===== config.mk =====
export PLATFORM = sky130hd
export DESIGN_NAME = vmpi_ram
export DESIGN_NICKNAME = d
export VERILOG_FILES = /design/src/rtl/vmpi_ram.sv
export SDC_FILE = /design/constraint.sdc
export NUM_CORES = 1
export LEC_CHECK = 0
export BUFFER_PORTS_ARGS = -buffer_cell sky130_fd_sc_hd__buf_4
export CORE_MARGIN = 3
export CORE_UTILIZATION = 40
export DETAILED_ROUTE_END_ITERATION = 6
export PLACE_DENSITY = 0.67
export SLEW_MARGIN = 20
export SYNTH_ARGS = -nofsm -noshare
export SYNTH_HDL_FRONTEND = slang
export SYNTH_SLANG_ARGS = --single-unit
export TNS_END_PERCENT = 5

===== constraint.sdc =====
create_clock -name clk_i -period 2.85 [get_ports clk_i]
set_clock_uncertainty 0.15 [all_clocks]
set_input_delay 0.7125 -clock clk_i [delete_from_list [all_inputs] [get_ports clk_i]]
set_output_delay 0.7125 -clock clk_i [all_outputs]
set_load 0.03 [all_outputs]

===== src/rtl/vmpi_ram.sv =====
// generic single write, single read ram with registered read data
`default_nettype none
module vmpi_ram #(
  parameter int unsigned WIDTH = 8,
  parameter int unsigned DEPTH = 16
) (
  input  wire logic                              clk_i,
  input  wire logic                              we_i,
  input  wire logic [((DEPTH > 1) ? $clog2(DEPTH) : 1)-1:0] waddr_i,
  input  wire logic [WIDTH-1:0]                  wdata_i,
  input  wire logic [((DEPTH > 1) ? $clog2(DEPTH) : 1)-1:0] raddr_i,
  output logic      [WIDTH-1:0]                  rdata_o
);

  logic [WIDTH-1:0] mem_q [DEPTH];

  // write port
  always_ff @(posedge clk_i) begin
    if (we_i) begin
      mem_q[waddr_i] <= wdata_i;
    end
  end

  // registered read port
  always_ff @(posedge clk_i) begin
    rdata_o <= mem_q[raddr_i];
  end

endmodule
`default_nettype wire


==> run metrics <==
post-CTS resize count 0; Port Buffers 25; initial DRC count 209; dpl cells 431; Critical Path End rdata_o[5]; initial antenna violation count 0; Yosys reg bits 136; CP startpoint rdata_o[5]; EDFF count, synth 128; via count 2374; cell-by-cell trace of the critical path buf_4; Yosys cell types 19; power density cells 742.7 mW/mm^2; flop2flop setup slack 1340 ps; Data required, critical path 1990 ps; Seq/Total Area, Yosys 77.78%; Worst Path Buf+Inv 1; pin slew with the least headroom to its limit 700.4 ps; total track usage 14.51%; achievable frequency 545.5 MHz; routed wire length per instance 20.41 um; global route hottest layer met2; post-place instance area 0.005614 mm^2; first-pass GRT wire length 15170 um; largest net degree at the start of global routing 33; Design Area, Final 0.006187 mm^2; CTS Buf Count 17; Design Power 4.595 mW; final net count 300; Area growth syn-to-layout 20.20%; share of layout cells above drive strength 1 30.17%; crit share post-route 64.32%; die height 119.4 um; Pre-antenna DRT Iters 4; antenna viol nets, final 0; hpwl dp 6028 um; grt ovf 0; setup TNS 0 ps; CP max stage cell dfxtp_1; Mapped Area 0.005147 mm^2; post-CTS setup buffers 0; Hold/Removal Path Class input port to flip-flop; ys async rst share 0%; num ports 26; clk_lat worst skew 410 ps; num rows 40; Worst Setup Slack, final 1017 ps; leak pwr 2.095 nW; unrepaired setup endpoints after global routing false; Final Hold Vio Count 0; Gate Count Post-Synth 229; commonest non-fill, non-tap cell in the layout edfxtp_1; pre-CTS WS 603.6 ps; CTS tree yes; clock transition at the registers of the reported paths 50 ps; final count of negative-setup-slack endpoints 0; Core Footprint 0.01231 mm^2; H-Tree Depth 4; hold buffers post-CTS 0; Remaining DRCs 0; Starting Density 41.81%; post-synthesis average cell area 22.48 um^2; critical path capture point type output port; clk sinks 136; total die area 0.01427 mm^2; Longest Clk Path Bufs 2; CP Launch Type flip-flop; Max VDD drop 391.2 uV; RR Endpoint rdata_o[1]; Crit path max-delay family flip-flops; Yosys Warn Count 0; Cell Count, Final, Fillers Out 463; met2 usage in global routing 21.72%; Max Cap Viol 0; vias per cell 5.127; most frequent cells in the layout edfxtp_1, buf_4, mux4_2, clkbuf_16, a22oi_1; syn_nets 247; outcome completed; diodes inserted 0; met3 usage 4.463%; critical path arrival 970 ps; die width 119.4 um; Synth Flop Type edfxtp_1; Final Wtd Congestion 0.6847; CTS root buf clkbuf_16; critical-path maximum fanout 1; min Tclk post-route 1833 ps; Worst path depth 1; GR Util met1 20.57%; CP Class flip-flop to output port; FF-to-FF path depth 3; WL final 9449 um; Rel. slew slack 53.14%; Max Slew Vio Count 0; number of global-route vias before repair 2556; Reg2Reg Launch Point mem_q[9][1]; CP max stage delay 370 ps
==> through the flow <==
step	util, %	hold WS [ps]
after floorplan	-	479.3
after global placement	45.60	502.9
after detailed placement	45.60	506.1
after CTS	50.25	450.9
after global routing	50.25	464.0
final	50.25	456.7
==> cells by family after synthesis <==
logic type	synth area share [%]
multiplexers	15.02
AND/OR/NAND/NOR	3.184
AO/OA/AOI/OAI	2.334
buffers and inverters	1.677
flip-flops	77.78
==> state kept, by name, indices dropped and copies added (netlist names) <==
register and flops:
mem_q 128, rdata_o 8
==> worst min path at each step <==
stage                     depth (start not counted)  slack, ps            to          from
after floorplan                                   3        480    rdata_o[0]   mem_q[7][0]
after global routing                              1        460  mem_q[15][4]    wdata_i[4]
after global placement                            3        500    rdata_o[4]  mem_q[14][4]
final                                             1        460  mem_q[14][4]    wdata_i[4]
after CTS                                         1        450  mem_q[14][4]    wdata_i[4]
after detailed placement                          3        510    rdata_o[3]  mem_q[14][3]
==> routing by layer <==
metal	share of wire [%]	routed length, um
met1	42	3967
met2	49	4598
met3	9.0	855
met4	0.29	27
met5	0	0
==> synth_stat cells, types with 2 or more instances <==
cell type,instances,area (um^2)
nand3b_1,2,15.01
clkdlybuf4s25_2,3,30.03
mux4_2,18,405.4
buf_2,3,15.01
edfxtp_1,128,3844
nand2b_1,2,12.51
mux4_1,14,367.9
nor2_1,13,48.80
a22oi_1,16,120.1
dfxtp_1,8,160.2
nor3_1,4,20.02
nand2_1,9,33.78
buf_6,3,33.78
==> power by group <==
part | internal, mW | switching, mW
clock network | 1.37 | 0.737
registers | 2.24 | 0.0148
logic | 0.103 | 0.135
total | 3.71 | 0.887
==> final cells by class <==
cell class / instances / area [um^2]
clock buffers: 23 / 447.9
clock inverters: 9 / 125.1
fillers: 1017 / 6125
multi-input cells: 83 / 1057
flip-flops and latches: 136 / 4004
well taps: 168 / 210.2
repair buffers: 44 / 342.8
Note: power is estimated with default switching activity, not from simulation.
